### src/design/srf_pkg.sv
// Shared types, sizes and codes of the square image rotate/flip block.
package srf_pkg;

  localparam int MAX_SIDE   = 64;
  localparam int PIXEL_BITS = 16;

  localparam int SIDE_W    = $clog2(MAX_SIDE);             // row / column index
  localparam int N_W       = $clog2(MAX_SIDE + 1);         // side value 1..MAX_SIDE
  localparam int DEPTH     = MAX_SIDE * MAX_SIDE;
  localparam int POS_W     = $clog2(DEPTH);                // linear position
  localparam int TOT_W     = POS_W + 1;                    // pixel count N*N
  localparam int STEP_W    = $clog2(POS_W);
  localparam int SIDE_CFG_W = 7;
  localparam int MODE_W     = 3;
  localparam int PADDR_W    = 3;
  localparam int PDATA_W    = 32;

  // register index (paddr[2])
  localparam logic REG_SIDE = 1'b0;
  localparam logic REG_MODE = 1'b1;

  localparam logic [SIDE_CFG_W-1:0] SIDE_RESET = SIDE_CFG_W'(64);

  // transform codes
  localparam logic [MODE_W-1:0] MODE_IDENT  = 3'd0;
  localparam logic [MODE_W-1:0] MODE_ROT90  = 3'd1;
  localparam logic [MODE_W-1:0] MODE_ROT180 = 3'd2;
  localparam logic [MODE_W-1:0] MODE_ROT270 = 3'd3;
  localparam logic [MODE_W-1:0] MODE_FLIPV  = 3'd4;
  localparam logic [MODE_W-1:0] MODE_FLIPH  = 3'd5;

  // request action codes
  localparam logic ACT_WRITE = 1'b0;
  localparam logic ACT_READ  = 1'b1;

  typedef struct packed {
    logic                  action;
    logic [PIXEL_BITS-1:0] pixel_in;
  } in_item_t;

  typedef struct packed {
    logic [PIXEL_BITS-1:0] pixel_out;
    logic                  last_of_image;
  } out_item_t;

  typedef struct packed {
    logic             done;
    logic [POS_W-1:0] quo;
    logic [N_W-1:0]   rem;
  } div_res_t;

  typedef enum logic [1:0] {
    DIV_IDLE = 2'b01,
    DIV_RUN  = 2'b10
  } div_state_t;

endpackage

### src/design/srf_position.sv
// Write and read position counters and the transformed source address.
module srf_position (
  input  logic                        clk,
  input  logic                        rst_n,
  input  logic [srf_pkg::N_W-1:0]     n_eff,
  input  logic [srf_pkg::MODE_W-1:0]  mode,
  input  logic                        wr_fire,
  input  logic                        rd_fire,
  input  logic                        resync_start,
  input  srf_pkg::div_res_t           div_res,
  output logic [srf_pkg::POS_W-1:0]   wr_addr,
  output logic [srf_pkg::POS_W-1:0]   rd_addr,
  output logic                        rd_last,
  output logic [srf_pkg::POS_W-1:0]   div_dividend,
  output logic [srf_pkg::TOT_W-1:0]   total
);
  import srf_pkg::*;

  logic [POS_W-1:0]   wpos_r, wpos_nxt, rpos_r, rpos_nxt;
  logic [SIDE_W-1:0]  row_r, row_nxt, col_r, col_nxt;
  logic [2*N_W-1:0]   sq;
  logic [POS_W-1:0]   wpos_use, rpos_clamp;
  logic [TOT_W-1:0]   wpos_inc, rpos_inc;
  logic [SIDE_W-1:0]  nm1, row_inv, col_inv, sr, sc;
  logic [POS_W-1:0]   sr_ext, n_ext, prod;

  assign sq    = (2*N_W)'(n_eff) * (2*N_W)'(n_eff);
  assign total = sq[TOT_W-1:0];
  assign nm1   = SIDE_W'(n_eff - N_W'(1));

  // a position left beyond the image by a smaller side restarts at zero
  assign wpos_use   = ({1'b0, wpos_r} >= total) ? '0 : wpos_r;
  assign rpos_clamp = ({1'b0, rpos_r} >= total) ? '0 : rpos_r;
  assign wpos_inc   = TOT_W'(wpos_use) + TOT_W'(1);
  assign rpos_inc   = TOT_W'(rpos_r) + TOT_W'(1);

  assign wr_addr      = wpos_use;
  assign div_dividend = rpos_clamp;
  assign rd_last      = (rpos_inc == total);

  always_comb begin
    wpos_nxt = wpos_r;
    if (wr_fire) begin
      wpos_nxt = (wpos_inc >= total) ? '0 : wpos_inc[POS_W-1:0];
    end
  end

  always_comb begin
    rpos_nxt = rpos_r;
    row_nxt  = row_r;
    col_nxt  = col_r;
    if (resync_start) begin
      rpos_nxt = rpos_clamp;
    end else if (div_res.done) begin
      row_nxt = div_res.quo[SIDE_W-1:0];
      col_nxt = div_res.rem[SIDE_W-1:0];
    end else if (rd_fire) begin
      if (rpos_inc >= total) begin
        rpos_nxt = '0;
        row_nxt  = '0;
        col_nxt  = '0;
      end else begin
        rpos_nxt = rpos_inc[POS_W-1:0];
        if (col_r == nm1) begin
          col_nxt = '0;
          row_nxt = row_r + SIDE_W'(1);
        end else begin
          col_nxt = col_r + SIDE_W'(1);
        end
      end
    end
  end

  always_ff @(posedge clk) begin
    if (!rst_n) begin
      wpos_r <= '0;
      rpos_r <= '0;
      row_r  <= '0;
      col_r  <= '0;
    end else begin
      wpos_r <= wpos_nxt;
      rpos_r <= rpos_nxt;
      row_r  <= row_nxt;
      col_r  <= col_nxt;
    end
  end

  assign row_inv = nm1 - row_r;
  assign col_inv = nm1 - col_r;

  always_comb begin
    case (mode)
      MODE_ROT90: begin
        sr = col_r;   sc = row_inv;
      end
      MODE_ROT180: begin
        sr = row_inv; sc = col_inv;
      end
      MODE_ROT270: begin
        sr = col_inv; sc = row_r;
      end
      MODE_FLIPV: begin
        sr = row_inv; sc = col_r;
      end
      MODE_FLIPH: begin
        sr = row_r;   sc = col_inv;
      end
      default: begin
        sr = row_r;   sc = col_r;
      end
    endcase
  end

  assign sr_ext  = POS_W'(sr);
  assign n_ext   = POS_W'(n_eff);
  assign prod    = sr_ext * n_ext;
  assign rd_addr = prod + POS_W'(sc);

endmodule

### config.mk
export PLATFORM = sky130hd
export DESIGN_NAME = srf_position
export DESIGN_NICKNAME = d
export VERILOG_FILES = /design/src/design/srf_pkg.sv /design/src/design/srf_position.sv
export SDC_FILE = /design/constraint.sdc
export NUM_CORES = 1
export LEC_CHECK = 0
export ABC_AREA = 0
export CAP_MARGIN = 20
export CORE_AREA = 2 2 120 122
export CTS_CLUSTER_DIAMETER = 200
export CTS_CLUSTER_SIZE = 12
export DETAILED_ROUTE_END_ITERATION = 10
export DIE_AREA = 0 0 122 124
export DONT_BUFFER_PORTS = 1
export SKIP_LAST_GASP = 1
export SLEW_MARGIN = 20
export SYNTH_ARGS = -nofsm -noshare
export SYNTH_HDL_FRONTEND = slang
export SYNTH_SLANG_ARGS = --single-unit
### constraint.sdc
create_clock -name clk -period 11.4 [get_ports clk]
set_input_delay 0.57 -clock clk [delete_from_list [all_inputs] [get_ports clk]]
set_output_delay 0.57 -clock clk [all_outputs]
set_load 0.02 [all_outputs]
==> metrics.csv <==
metric;value;unit
peakVddDrop;0.220;mV
placementRows;43;
synth_edf_count;0;
max_cap_violations;0;
grt_overflow;0;
cts_sinks;36;
gp_congestion;0.911;
netlist_instances;877;
cts_max_path_buffers;2;
path_clk_slew;60;ps
synth_ff_type;dfxtp_1;
die_x;122;um
status;finished, final reports clean;
crit_path_start_kind;input port;
layout-drive-gt1-share;3.30;%
syn_area;6830;sq um
detail-route-antenna-nets;0;
final_cell_mix;ha_1, inv_1, nand2_1;
power_frac_comb;74.7;%
ys_async_sr_fraction;0;%
worstSkewPairLatency;290;ps
avgRoutedWirePerCell;17.1;um
setup_tns;0;ps
final_util;51.4;%
antenna_found_initial;0;
place.port_buffers;0;
cts-root-buf;clkbuf_16;
vias_per_cell;5.94;
fmax;101;MHz
grt_pass1_vias;5957;
crit_buf_inv;4;
tritoncts;done;
vias;6108;
cts_resized;0;
finalMaxSlewViolations;0;
power.switching;601;uW
finalSetupViolCount;0;
synth-seq-cells;36;
critPathKind;input port to flop;
hold_path_class;input port to flop;
syn_area_per_cell;7.78;sq um
critical-path-top-delay-family;adder cells;
grt_use_total;23.9;%
ys_warn_count;0;
p_seq_share;12.1;%
crit_fanout;18;
clkPwrFrac;13.2;%
synth_fp_nets;1059;
die-area;15100;sq um
slew_headroom;33.9;%
hold_buffers;0;
start_util;49.7;%
pwr_density_cell;159;nW/um^2
grt_max_degree;28;
cp_common_cell;ha_1;
crit_required;11620;ps
drc;0;
min_period;9860;ps
cp-end-kind;flop;
cts_setup_buffers;0;
die_h;124;um
grt_pass1_wl;29200;um
coreArea;13700;sq um
final_common_cell;ha_1;
area_delta_synth_final;3.23;%
dr.pass1.iters;5;
hpwl;14200;um
seq_area_frac_synth;10.6;%
wirelength;17600;um
p_int;516;uW
final_cell_area;7050;sq um
grt_setup_unrepaired;false;
htree_levels;2;
drtIter0Drc;402;
swShare;53.8;%
slowest_delay;550;ps
cp_slowest_cell;xnor2_1;
hold_viol;0;
placed_area;6900;sq um
cts_buffers;5;
final_nets;1030;
pin_count;85;
finalCritPeriodShare;86.5;%
ys_types;77;
finalClockSkew;5.39;ps
antenna_cells;0;
tightest_slew;987;ps
power_leakage;0.00334;uW
hold_slack;400;ps
worst_ep_arrival_time;10080;ps
==> cells in the mapped netlist (7+ instances only) <==
cell type    n  share of area, %
ha_1       109                20
inv_1       94               5.2
nand2_1     78               4.3
nor2_1      56               3.1
a21oi_1     52               3.8
and2_1      43               3.9
xnor2_1     41               5.3
o21ai_0     39               2.9
fa_1        38                11
dfxtp_1     36                11
clkbuf_1    29               1.6
nand3_1     29               2.1
xor2_1      22               2.8
a21o_1      14               1.5
nor3_1      12              0.88
a22oi_1     11               1.2
and3_1      10              0.92
nor2b_1     10              0.92
o31ai_1      9              0.99
nand4_1      8              0.73
o21a_1       8              0.88
o21bai_1     8              0.88
a31oi_1      7              0.64
nand2b_1     7              0.64
o22ai_1      7              0.64
or3_1        7              0.64
==> power groups by stage <==
stage                     sequential, uW  combinational [uW]  clock, uW
after floorplan                      136                 685          0
after global placement               138                 813          0
after detailed placement             138                 836          0
after CTS                            136                 842        149
after global routing                 136                 945        156
final                                136                 835        147
==> logic make-up after synthesis <==
kind of cell	after synthesis	share of synthesized area, %
compound gates	211	20.9
xor+xnor	63	8.08
fa+ha+maj	151	31.8
buf+inv	134	7.83
flops	36	10.6
mux	5	0.752
other cells	1	0.0549
simple gates	276	20.1
==> through the flow <==
step | setup slack [ps] | instances | total power, uW
floorplan | 2100 | 877 | 821
global placement | 1540 | 1021 | 952
detailed placement | 1310 | 1021 | 975
CTS | 1600 | 1029 | 1130
global route | 940 | 1029 | 1240
finish | 1540 | 1029 | 1120
==> registers in the layout, summed over array words and instances (netlist names) <==
signal  count
wpos_r     12
row_r       6
rpos_r     12
col_r       6
==> final timing paths <==
| kind | depth (start not counted) | endpoint | slack (ps) | start |
|---|---|---|---|---|
| setup / recovery | 36 | wpos_r[10]$_SDFFE_PN0P_ | 1540 | n_eff[4] |
| hold / removal | 1 | col_r[5]$_SDFFE_PN0P_ | 400 | rst_n |
| setup reg to reg | 23 | wpos_r[10]$_SDFFE_PN0P_ | 4980 | wpos_r[0]$_SDFFE_PN0P_ |
| hold reg to reg | 2 | wpos_r[1]$_SDFFE_PN0P_ | 500 | wpos_r[1]$_SDFFE_PN0P_ |
==> metal layers <==
metal	global-route usage (%)	wire [um]	vias up
li1	-	-	3002
met1	30.5	7870	2918
met2	42.6	8660	158
met3	2.75	784	30
met4	6.68	317	0
met5	0	0	-
==> final cells by class <==
class / count / area [sq um]
multi-input combinational: 707 / 5570
fill: 1354 / 6670
clock buffer: 7 / 143
inverter: 95 / 357
sequential: 36 / 721
timing repair buffer: 3 / 22.5
tap: 180 / 225
clock inverter: 1 / 7.51
No activity file was read; power rests on OpenSTA's default activity.
