**src/design/srf_pkg.sv**
```systemverilog
// Shared types, sizes and codes of the square image rotate/flip block.
package srf_pkg;

  localparam int MAX_SIDE   = 64;
  localparam int PIXEL_BITS = 16;

  localparam int SIDE_W    = $clog2(MAX_SIDE);             // row / column index
  localparam int N_W       = $clog2(MAX_SIDE + 1);         // side value 1..MAX_SIDE
  localparam int DEPTH     = MAX_SIDE * MAX_SIDE;
  localparam int POS_W     = $clog2(DEPTH);                // linear position
  localparam int TOT_W     = POS_W + 1;                    // pixel count N*N
  localparam int STEP_W    = $clog2(POS_W);
  localparam int SIDE_CFG_W = 7;
  localparam int MODE_W     = 3;
  localparam int PADDR_W    = 3;
  localparam int PDATA_W    = 32;

  // register index (paddr[2])
  localparam logic REG_SIDE = 1'b0;
  localparam logic REG_MODE = 1'b1;

  localparam logic [SIDE_CFG_W-1:0] SIDE_RESET = SIDE_CFG_W'(64);

  // transform codes
  localparam logic [MODE_W-1:0] MODE_IDENT  = 3'd0;
  localparam logic [MODE_W-1:0] MODE_ROT90  = 3'd1;
  localparam logic [MODE_W-1:0] MODE_ROT180 = 3'd2;
  localparam logic [MODE_W-1:0] MODE_ROT270 = 3'd3;
  localparam logic [MODE_W-1:0] MODE_FLIPV  = 3'd4;
  localparam logic [MODE_W-1:0] MODE_FLIPH  = 3'd5;

  // request action codes
  localparam logic ACT_WRITE = 1'b0;
  localparam logic ACT_READ  = 1'b1;

  typedef struct packed {
    logic                  action;
    logic [PIXEL_BITS-1:0] pixel_in;
  } in_item_t;

  typedef struct packed {
    logic [PIXEL_BITS-1:0] pixel_out;
    logic                  last_of_image;
  } out_item_t;

  typedef struct packed {
    logic             done;
    logic [POS_W-1:0] quo;
    logic [N_W-1:0]   rem;
  } div_res_t;

  typedef enum logic [1:0] {
    DIV_IDLE = 2'b01,
    DIV_RUN  = 2'b10
  } div_state_t;

endpackage

```
**src/design/srf_divider.sv**
```systemverilog
// Restoring divider that splits a linear read position into row and column.
module srf_divider (
  input  logic                      clk,
  input  logic                      rst_n,
  input  logic                      start,
  input  logic [srf_pkg::POS_W-1:0] dividend,
  input  logic [srf_pkg::N_W-1:0]   divisor,
  output logic                      busy,
  output srf_pkg::div_res_t         res
);
  import srf_pkg::*;

  div_state_t        state_r, state_nxt;
  logic [STEP_W-1:0] step_r, step_nxt;
  logic [N_W:0]      rem_r, rem_nxt;
  logic [POS_W-1:0]  quo_r, quo_nxt;
  logic              done_r, done_nxt;
  logic [N_W:0]      trial;
  logic              ge;

  assign trial = {rem_r[N_W-1:0], quo_r[POS_W-1]};
  assign ge    = trial >= {1'b0, divisor};

  always_comb begin
    state_nxt = state_r;
    step_nxt  = step_r;
    rem_nxt   = rem_r;
    quo_nxt   = quo_r;
    done_nxt  = 1'b0;
    if (start) begin
      state_nxt = DIV_RUN;
      step_nxt  = '0;
      rem_nxt   = '0;
      quo_nxt   = dividend;
    end else begin
      case (state_r)
        DIV_RUN: begin
          rem_nxt  = ge ? (trial - {1'b0, divisor}) : trial;
          quo_nxt  = {quo_r[POS_W-2:0], ge};
          step_nxt = step_r + STEP_W'(1);
          if (step_r == STEP_W'(POS_W - 1)) begin
            state_nxt = DIV_IDLE;
            done_nxt  = 1'b1;
          end
        end
        default: begin
          state_nxt = DIV_IDLE;
        end
      endcase
    end
  end

  always_ff @(posedge clk) begin
    if (!rst_n) begin
      state_r <= DIV_IDLE;
      done_r  <= 1'b0;
    end else begin
      state_r <= state_nxt;
      done_r  <= done_nxt;
    end
  end

  always_ff @(posedge clk) begin
    step_r <= step_nxt;
    rem_r  <= rem_nxt;
    quo_r  <= quo_nxt;
  end

  assign busy     = (state_r == DIV_RUN) || done_r;
  assign res.done = done_r;
  assign res.quo  = quo_r;
  assign res.rem  = rem_r[N_W-1:0];

endmodule

```
**config.mk**
```make
export PLATFORM = sky130hd
export DESIGN_NAME = srf_divider
export DESIGN_NICKNAME = d
export VERILOG_FILES = /design/src/design/srf_pkg.sv /design/src/design/srf_divider.sv
export SDC_FILE = /design/constraint.sdc
export NUM_CORES = 1
export LEC_CHECK = 0
export BUFFER_PORTS_ARGS = -buffer_cell sky130_fd_sc_hd__buf_2
export CORE_UTILIZATION = 51
export CTS_CLUSTER_SIZE = 12
export DETAILED_ROUTE_END_ITERATION = 16
export PLACE_DENSITY_LB_ADDON = 0.3
export REMOVE_ABC_BUFFERS = 1
export SETUP_SLACK_MARGIN = 0.15
export SYNTH_ARGS = -nofsm -noshare
export SYNTH_HDL_FRONTEND = slang
export SYNTH_SLANG_ARGS = --single-unit
```
**constraint.sdc**
```tcl
create_clock -name clk -period 2.35 [get_ports clk]
set_input_delay 0.47 -clock clk [delete_from_list [all_inputs] [get_ports clk]]
set_output_delay 0.47 -clock clk [all_outputs]
set_load 0.02 [all_outputs]
```
==> results of run 1 <==
-- final cells by class --
cell class | count | area share [%]
Multi-Input combinational cell | 102 | 43.5
Sequential cell | 26 | 35.4
Timing Repair Buffer | 47 | 13.7
Inverter | 11 | 2.28
Tap cell | 31 | 2.15
Clock inverter | 1 | 1.66
Clock buffer | 3 | 1.25
-- cell families after synthesis --
| kind of cell | synth area share (%) |
|---|---|
| buffers and inverters | 5.06 |
| adder cells (fa/ha/maj) | 8.23 |
| multiplexers | 9.25 |
| flip-flops | 43.9 |
| XOR/XNOR | 1.80 |
| AND/OR/NAND/NOR | 17.8 |
| AO/OA/AOI/OAI | 14.0 |
-- flip-flops by register name (all words and copies together) (netlist names) --
register and flops:
quo_r 12, rem_r 7, step_r 4, state_r 2, done_r 1
-- worst min-delay path by stage --
stage / from / endpoint / slack [ns] / cells after the start
2_1_floorplan: step_r[1]$_SDFFE_PP0P_ / step_r[1]$_SDFFE_PP0P_ / 0.45 / 2
3_3_place_gp: step_r[1]$_SDFFE_PP0P_ / step_r[1]$_SDFFE_PP0P_ / 0.47 / 2
3_5_place_dp: step_r[1]$_SDFFE_PP0P_ / step_r[1]$_SDFFE_PP0P_ / 0.49 / 2
4_1_cts: rst_n / state_r[0]$_SDFFE_PN1P_ / 0.38 / 2
5_1_grt: rst_n / state_r[0]$_SDFFE_PN1P_ / 0.39 / 2
6_report: rst_n / state_r[0]$_SDFFE_PN1P_ / 0.39 / 2
-- layer usage --
metal / up-vias / routed length [um]
met2: 46 / 1630
met3: 6 / 160
met5: - / 0
li1: 609 / -
met4: 0 / 42
met1: 572 / 1270
-- layout by cell type (no fill, tap or decap), types with 2 or more instances in the layout --
| cell type | n |
|---|---|
| buf_2 | 42 |
| nor2_1 | 17 |
| dfxtp_1 | 14 |
| mux2_2 | 12 |
| edfxtp_1 | 12 |
| inv_1 | 10 |
| a21oi_1 | 10 |
| nand2_1 | 7 |
| ha_1 | 7 |
| nand2b_1 | 5 |
| buf_4 | 5 |
| nand3_1 | 3 |
| or3_1 | 3 |
| nor2b_1 | 3 |
| o21ai_0 | 3 |
| clkbuf_4 | 3 |
| nand4_1 | 2 |
| xor2_1 | 2 |
| or4_1 | 2 |
| nor3b_1 | 2 |
| a31o_1 | 2 |
| a211oi_2 | 2 |
| a311oi_2 | 2 |
| nor3_1 | 2 |
-- cells in the mapped netlist (all sizes together) --
library cell	instances	area (um2)
clkbuf	2	7.51
edfxtp	12	360
nor3	3	15.0
nand2	7	26.3
o31a	1	8.76
a31oi	1	6.26
a211o	1	8.76
nor2b	3	18.8
a211oi	3	37.5
nor4	1	6.26
or4	2	15.0
nand2b	6	37.5
a221oi	1	8.76
xnor2	1	8.76
nand4	2	12.5
a21boi	1	7.51
or3	3	18.8
dfxtp	14	280
nor2	18	70.1
buf	5	25.0
nand3	3	15.0
a311oi	3	38.8
fa	1	20.0
nor3b	2	15.0
inv	11	41.3
ha	8	100
a31o	2	17.5
nor4bb	1	10.0
o21ai	4	20.0
a21oi	10	50.1
mux2	12	135
xor2	2	17.5
-- through the flow --
stage          hold WS (ns)  std cells  power [mW]  utilization, %
2_1_floorplan         0.448        139       0.659               -
3_3_place_gp          0.466        217       0.730            62.7
3_5_place_dp          0.492        217       0.739            62.7
4_1_cts               0.384        221        1.05            65.3
5_1_grt               0.395        221        1.09            66.1
6_report              0.389        221        1.05            66.1
-- repair_timing --
action | CTS | global route
pin swaps | 2 | 4
endpoints found under the setup margin | 3 | 4
resized for setup | 4 | 4
-- where the power goes --
part           switching, mW  leakage (nW)  internal, mW
Combinational          0.127         0.535        0.0980
Clock                  0.135        0.0279         0.172
Sequential            0.0143         0.233         0.504
Total                  0.277         0.795         0.775
==> reports/results.tsv, run 1 <==
metric	value	unit
Hold Vio Cnt, Final	0	
pre-CTS WS	-0.105	ns
# Post-CTS Setup Buffers	0	
Clock Root Buffer	clkbuf_4	
crit-path max FO	3	
RSZ-0062 raised after global routing	false	
WS Path Type	register to register	
WP data arrival	2.36	ns
worst-case clock buffer depth	2	
Lkg Pwr	0.795	nW
GRT overflow	0	
finished layout cell area	1810	um2
slowest CP cell	edfxtp_1	
initial antenna violation count	0	
Clk Latency, worst-skew pair	0.32	ns
Total Routing Usage GR	20.7	%
largest net degree at the start of global routing	16	
placed cell areas	1710	um2
met2 usage	36.3	%
CP Cell Sequence	inv_2, ha_4, fa_2, nand2b_4, buf_4, a21oi_1, or4_1, a31o_1, a211oi_2	
maximum VDD drop	461	uV
measured slew at the worst slew-check pin	0.562	ns
CTS clock-pin slew for the worst setup and hold paths	0.14	ns
crit-path leading delay family	simple AND/OR/NAND/NOR gates	
post-synth cell types	37	
global-route wire length before repair	5100	um
Port Buffers	42	
Detailed Route WL	3110	um
Crit. Startpoint	quo_r[11]$_DFFE_PP_	
vias in the first global route	1239	
multi-input logic area	787	um2
Worst R2R Setup Slack	0.24	ns
layout cell share with drive strength beyond 1	38.9	%
hold_buf cts	0	
Setup WS post-layout	0.242	ns
Seq cells post-synth	26	
R2R cell count	9	
ant diodes	0	
startpoint types	register	
r2r startpoint	quo_r[11]$_DFFE_PP_	
pwr/cell area	581	nW/um2
GRT busiest layer	met2	
H-tree levels	1	
Core Rows	19	
sequential area share after synthesis	43.9	%
first drt pass iteration count	4	
Setup violations, final	0	
Yosys Warn Count	0	
P&R area growth vs syn	23.8	%
die area	3080	um2
Final Max Tran Viols	0	
min cycle time layout	2.11	ns
Post-DP HPWL	2360	um
detail-routed via count per cell	5.58	
Mapped Area	1460	um2
Hold WC Path Type	primary input to register	
GRT met1 Usage	23.9	%
fmax	474	MHz
Crit path largest cell delay	0.43	ns
Routed WL per cell	14.1	um
1st-iter DRT viols	50	
CP bufs+invs	2	
die width	55.5	um
Num Clock Sinks	26	
total clock buffers created by CTS	3	
CTS tree	yes	
Post-DRT Antenna Nets	0	
Worst setup EP type	register	
Vias	1233	
Boundary Pins	43	
gpl congestion	0.799	
Die Y	55.5	um
register area	641	um2
Layout Nets	222	
r2r endpoint	rem_r[6]$_SDFFE_PP0P_	
status	completed	
crit path to	rem_r[6]$_SDFFE_PP0P_	
max-cap violation count	0	
core area	2730	um2
Slew HR	62.5	%
worst endpoint required time	2.60	ns
met3 Usage GRT	4.22	%
Mapped Cells	146	
Initial Utilization	53.4	%
Mapped Avg Cell Area	10.0	um2
drt drc	0	
Final TNS setup	0	ns
period utilization	89.7	%
Fill cells	223	
Final Skew	0.00397	ns
Crit path depth	9	
Power figures use the tool's default switching activity.
==> run 2: changes to the inputs <==
- BUFFER_PORTS_ARGS: -buffer_cell sky130_fd_sc_hd__buf_2 -> default
- CORE_MARGIN: default -> 1
- CORE_UTILIZATION: 51 -> 60
- DONT_BUFFER_PORTS: default -> 1
- GPL_TIMING_DRIVEN: default -> 0
==> run 2 against run 1 <==
Worst setup slack worse by 0.18 ns. Fmax down 7.7%. Hold slack worse by 0.19 ns. Global-route usage up 1.1 points. Non-clock buffer count down 43. Die area down 14%. Clock power down 2%. Count of clock-buffer cells in the layout unchanged. Utilization up 5.9 points. Sequential power up 6.4%. Clock skew up 0.0070 ns. Highest routed layer unchanged.
==> reports/results.tsv, run 2 (synthesis results as in run 1) <==
metric	value	unit
status	completed	
worst endpoint required time	2.59	ns
Crit. Startpoint	quo_r[11]$_DFFE_PP_	
CTS clock-pin slew for the worst setup and hold paths	0.14	ns
Largest register FFs	12	
r2r startpoint	quo_r[11]$_DFFE_PP_	
measured slew at the worst slew-check pin	0.940	ns
global-route wire length before repair	4210	um
H-tree levels	1	
Largest regs	quo_r: 12 flops, rem_r: 7 flops, step_r: 4 flops	
crit-path max FO	3	
Port Buffers	0	
RSZ-0062 raised after global routing	true	
1st-iter DRT viols	11	
ant diodes	0	
Num Clock Sinks	26	
Hold WC Path Type	primary input to register	
drt drc	0	
most common cell after layout, fill and taps aside	nor2_1	
Setup violations, final	0	
maximum VDD drop	425	uV
detail-routed via count per cell	5.98	
register area	642	um2
WP data arrival	2.52	ns
first drt pass iteration count	4	
Initial Utilization	64.8	%
multi-input logic area	823	um2
hold_sp	start	
Boundary Pins	43	
Vias	1046	
Total Routing Usage GR	21.8	%
pwr/cell area	622	nW/um2
Worst setup EP type	register	
core area	2250	um2
CTS tree	yes	
Layout Nets	179	
period utilization	97.2	%
P&R area growth vs syn	11.2	%
initial antenna violation count	0	
layout cell share with drive strength beyond 1	24.5	%
max-cap violation count	0	
worst-case clock buffer depth	2	
Final Max Tran Viols	0	
Post-DP HPWL	1990	um
r2r endpoint	rem_r[4]$_SDFFE_PP0P_	
Lkg Pwr	0.621	nW
dpl cells	167	
total clock buffers created by CTS	3	
Clk Latency, worst-skew pair	0.32	ns
Routed WL per cell	16.2	um
non-filler cells, final	175	
R2R cell count	8	
top library cells by usage in the layout, fill and taps aside	nor2_1, dfxtp_1, edfxtp_1, mux2_2	
WS Path Type	register to register	
Worst R2R Setup Slack	0.07	ns
vias in the first global route	1029	
GRT overflow	0	
startpoint types	register	
gpl congestion	0.766	
Clock Root Buffer	clkbuf_4	
Fill cells	172	
fmax	438	MHz
Tot Pwr	1.01	mW
min cycle time layout	2.28	ns
Detailed Route WL	2840	um
Post-DRT Antenna Nets	0	
die width	51.3	um
Core Rows	17	
largest net degree at the start of global routing	29	
die area	2630	um2
Hold Vio Cnt, Final	0	
Final Skew	0.0110	ns
Top reg by flops	quo_r	
crit path to	rem_r[4]$_SDFFE_PP0P_	
Slew HR	37.2	%
Die Y	51.3	um
[run 2: routing by layer]
| metal | vias to the layer above | routed length [um] | GRT usage [%] |
|---|---|---|---|
| met1 | 482 | 1230 | 23.3 |
| li1 | 531 | - | - |
| met3 | 4 | 128 | 2.98 |
| met5 | - | 0 | 0 |
| met2 | 29 | 1460 | 43.2 |
| met4 | 0 | 26 | 6.76 |
[run 2: layout make-up]
| cell class | instances | area share [%] |
|---|---|---|
| clock buffers | 3 | 1.39 |
| inverters | 11 | 2.54 |
| multi-input cells | 102 | 50.7 |
| well taps | 28 | 2.16 |
| repair buffers | 4 | 1.85 |
| flip-flops and latches | 26 | 39.5 |
| clock inverters | 1 | 1.85 |
[run 2: where the power goes]
part           internal (mW)  switching (mW)
sequential             0.506          0.0454
combinational         0.0757          0.0825
clock                  0.172           0.128
[run 2: what timing repair did]
action / CTS / global route
resized for setup: 9 / 7
endpoints found under the hold margin: 0 / 0
setup buffers: 3 / 1
pin swaps: 5 / 5
cloned: 0 / 0
hold buffers: 0 / 0
setup endpoints to repair: 7 / 7
[run 2: how the worst min path moves through the flow]
stage | to | slack (ns) | cells after the start
finish | rem_r[2]$_SDFFE_PP0P_ | 0.20 | 1
global route | step_r[1]$_SDFFE_PP0P_ | 0.17 | 1
CTS | step_r[1]$_SDFFE_PP0P_ | 0.19 | 1
detailed placement | step_r[1]$_SDFFE_PP0P_ | 0.48 | 2
global placement | step_r[1]$_SDFFE_PP0P_ | 0.46 | 2
floorplan | step_r[1]$_SDFFE_PP0P_ | 0.45 | 2
[run 2: worst max-delay path, cell delays in order (launching register included)]
cell and delay [ns]:
edfxtp_1 0.51, inv_2 0.08, ha_4 0.17, fa_2 0.34, nand2b_4 0.16, a211oi_4 0.26, nor3_4 0.07, or3_1 0.38
a311oi_2 0.24
[run 2: per-stage QoR]
step	area, um2	util [%]	setup WS, ns	hold WS [ns]	TNS (ns)
6_report	1620	72.0	0.0652	0.198	0
5_1_grt	1620	72.0	-0.0297	0.173	-0.0297
4_1_cts	1580	70.1	0.0138	0.188	0
3_5_place_dp	1460	64.9	-0.344	0.476	-2.18
3_3_place_gp	1460	64.9	-0.300	0.458	-1.87
2_1_floorplan	1430	-	0.0148	0.448	0
==> run 3: changes to the inputs <==
- ABC_AREA: default -> 1
- CORE_UTILIZATION: 60 -> 62
==> run 3 against run 2 <==
First-iteration DRC count increased to 2.7 times the previous value. Largest cell class unchanged. Critical path type unchanged. Highest routed layer unchanged. Global-route usage grew 1.5 points. Largest power group unchanged. Synthesized cell count up 38%. Synthesized area rose by 4.5%.
==> reports/results.tsv, run 3 <==
metric	value	unit
status	completed	
Synth top area share	23.6	%
detail-routed via count per cell	5.43	
largest net degree at the start of global routing	17	
first drt pass iteration count	4	
hold_sp	start	
Top reg by flops	quo_r	
Largest register FFs	12	
hold path endpoint	step_r[3]$_SDFFE_PP0P_	
r2r endpoint	rem_r[0]$_SDFFE_PP0P_	
worst-case clock buffer depth	2	
total clock buffers created by CTS	3	
cell mode on critical path	nand2_1	
CP bufs+invs	2	
sequential area share after synthesis	42.0	%
gpl congestion	0.855	
leading area contributor after synthesis	edfxtp_1	
Num Clock Sinks	26	
Boundary Pins	43	
pre-CTS WS	0.286	ns
1st-iter DRT viols	30	
die area	2660	um2
synth top area cells	edfxtp_1, nand2_1, dfxtp_1	
hold_buf cts	0	
global-route wire length before repair	4660	um
CTS clock-pin slew for the worst setup and hold paths	0.13	ns
CTS tree	yes	
GRT overflow	0	
Yosys Warn Count	0	
Post-synth EDFFs	12	
Fill cells	199	
Final Max Tran Viols	0	
Mapped Avg Cell Area	7.59	um2
Clk Latency, worst-skew pair	0.31	ns
R2R cell count	12	
Clock Root Buffer	clkbuf_4	
ant diodes	0	
Slew HR	62.1	%
WS Path Type	register to register	
post_cts resized	0	
Setup violations, final	0	
Total Routing Usage GR	23.3	%
Mapped Cells	201	
WP data arrival	2.23	ns
Largest regs	quo_r: 12 flops, rem_r: 7 flops, step_r: 4 flops	
layout cell share with drive strength beyond 1	7.43	%
worst hold slack	0.214	ns
Post-DRT Antenna Nets	0	
Layout Nets	234	
Port Buffers	0	
drt drc	0	
most common cell in the synthesized netlist	nand2_1	
Hold WC Path Type	primary input to register	
fmax	506	MHz
P&R area growth vs syn	4.02	%
Routed WL per cell	12.1	um
crit-path leading delay family	simple AND/OR/NAND/NOR gates	
H-tree levels	1	
crit-path max FO	8	
Hold Vio Cnt, Final	0	
measured slew at the worst slew-check pin	0.568	ns
ys flop type	dfxtp_1	
top library cells by usage in the layout, fill and taps aside	nand2_1, inv_1, nand3_1, dfxtp_1, edfxtp_1	
multi-input logic area	769	um2
CP Cell Sequence	inv_1, ha_1, fa_2, inv_1, nand2_1, nand2_1, nand2_1, nand2_1, nand2_2, nand3_1, nand3_1, o21ai_2	
maximum VDD drop	530	uV
Die Y	51.6	um
post-synth cell types	26	
core area	2280	um2
# Post-CTS Setup Buffers	0	
pwr/cell area	533	nW/um2
Setup WS post-layout	0.372	ns
Worst setup EP type	register	
Detailed Route WL	2790	um
Worst R2R Setup Slack	0.37	ns
worst hold path depth	1	
Lkg Pwr	0.804	nW
Crit path largest cell delay	0.48	ns
Initial Utilization	67.0	%
Seq cells post-synth	26	
register area	641	um2
Final Skew	0.00247	ns
die width	51.6	um
Mapped Area	1530	um2
min cycle time layout	1.98	ns
max-cap violation count	0	
top cells by count, synth	nand2_1, inv_1, nand3_1	
period utilization	84.2	%
vias in the first global route	1141	
most common cell after layout, fill and taps aside	nand2_1	
Post-DP HPWL	2200	um
post-synthesis async set-or-reset flop share	0	%
Vias	1249	
initial antenna violation count	0	
Crit. Startpoint	quo_r[11]$_DFFE_PP_	
startpoint types	register	
Core Rows	17	
RSZ-0062 raised after global routing	false	
post-layout util	69.7	%
r2r startpoint	quo_r[11]$_DFFE_PP_	
worst endpoint required time	2.60	ns
slowest CP cell	edfxtp_1	
Final TNS setup	0	ns
-- run 3: metal layers --
layer | vias to the layer above | global-route usage (%) | wire (um)
met5 | - | 0 | 0
met4 | 0 | 2.70 | 10
met3 | 2 | 7.89 | 209
met2 | 41 | 40.5 | 1340
met1 | 566 | 28.6 | 1230
li1 | 640 | - | -
-- run 3: worst max path at each step --
stage | to | slack [ns] | depth (start not counted)
finish | rem_r[0]$_SDFFE_PP0P_ | 0.37 | 12
global route | rem_r[5]$_SDFFE_PP0P_ | 0.16 | 12
CTS | rem_r[0]$_SDFFE_PP0P_ | 0.26 | 12
detailed placement | rem_r[0]$_SDFFE_PP0P_ | 0.29 | 12
global placement | rem_r[4]$_SDFFE_PP0P_ | 0.34 | 12
floorplan | rem_r[0]$_SDFFE_PP0P_ | 0.50 | 12
-- run 3: area by class of cell --
| class | instances | share of cell area [%] |
|---|---|---|
| clock buffers | 4 | 2.29 |
| well taps | 28 | 2.21 |
| multi-input cells | 144 | 48.5 |
| inverters | 28 | 6.62 |
| flip-flops and latches | 26 | 40.4 |
-- run 3: logic make-up after synthesis --
group | count (synthesis) | share of synthesized area [%]
buf+inv | 31 | 7.88
compound gates | 7 | 3.36
simple gates | 125 | 37.2
flops | 26 | 42.0
xor+xnor | 3 | 1.72
fa+ha+maj | 9 | 7.88
-- run 3: stage by stage --
stage               total power, mW  instance area [um2]  std cells
CTS                           0.850                 1580        230
global route                  0.882                 1590        230
detailed placement            0.638                 1550        226
finish                        0.846                 1590        230
floorplan                     0.618                 1510        198
global placement              0.633                 1550        226
-- run 3: power breakdown --
part | total (mW) | leakage [nW] | internal (mW) | switching (mW)
Combinational | 0.0928 | 0.549 | 0.0325 | 0.0603
Sequential | 0.536 | 0.234 | 0.501 | 0.0355
Clock | 0.217 | 0.0210 | 0.0946 | 0.122
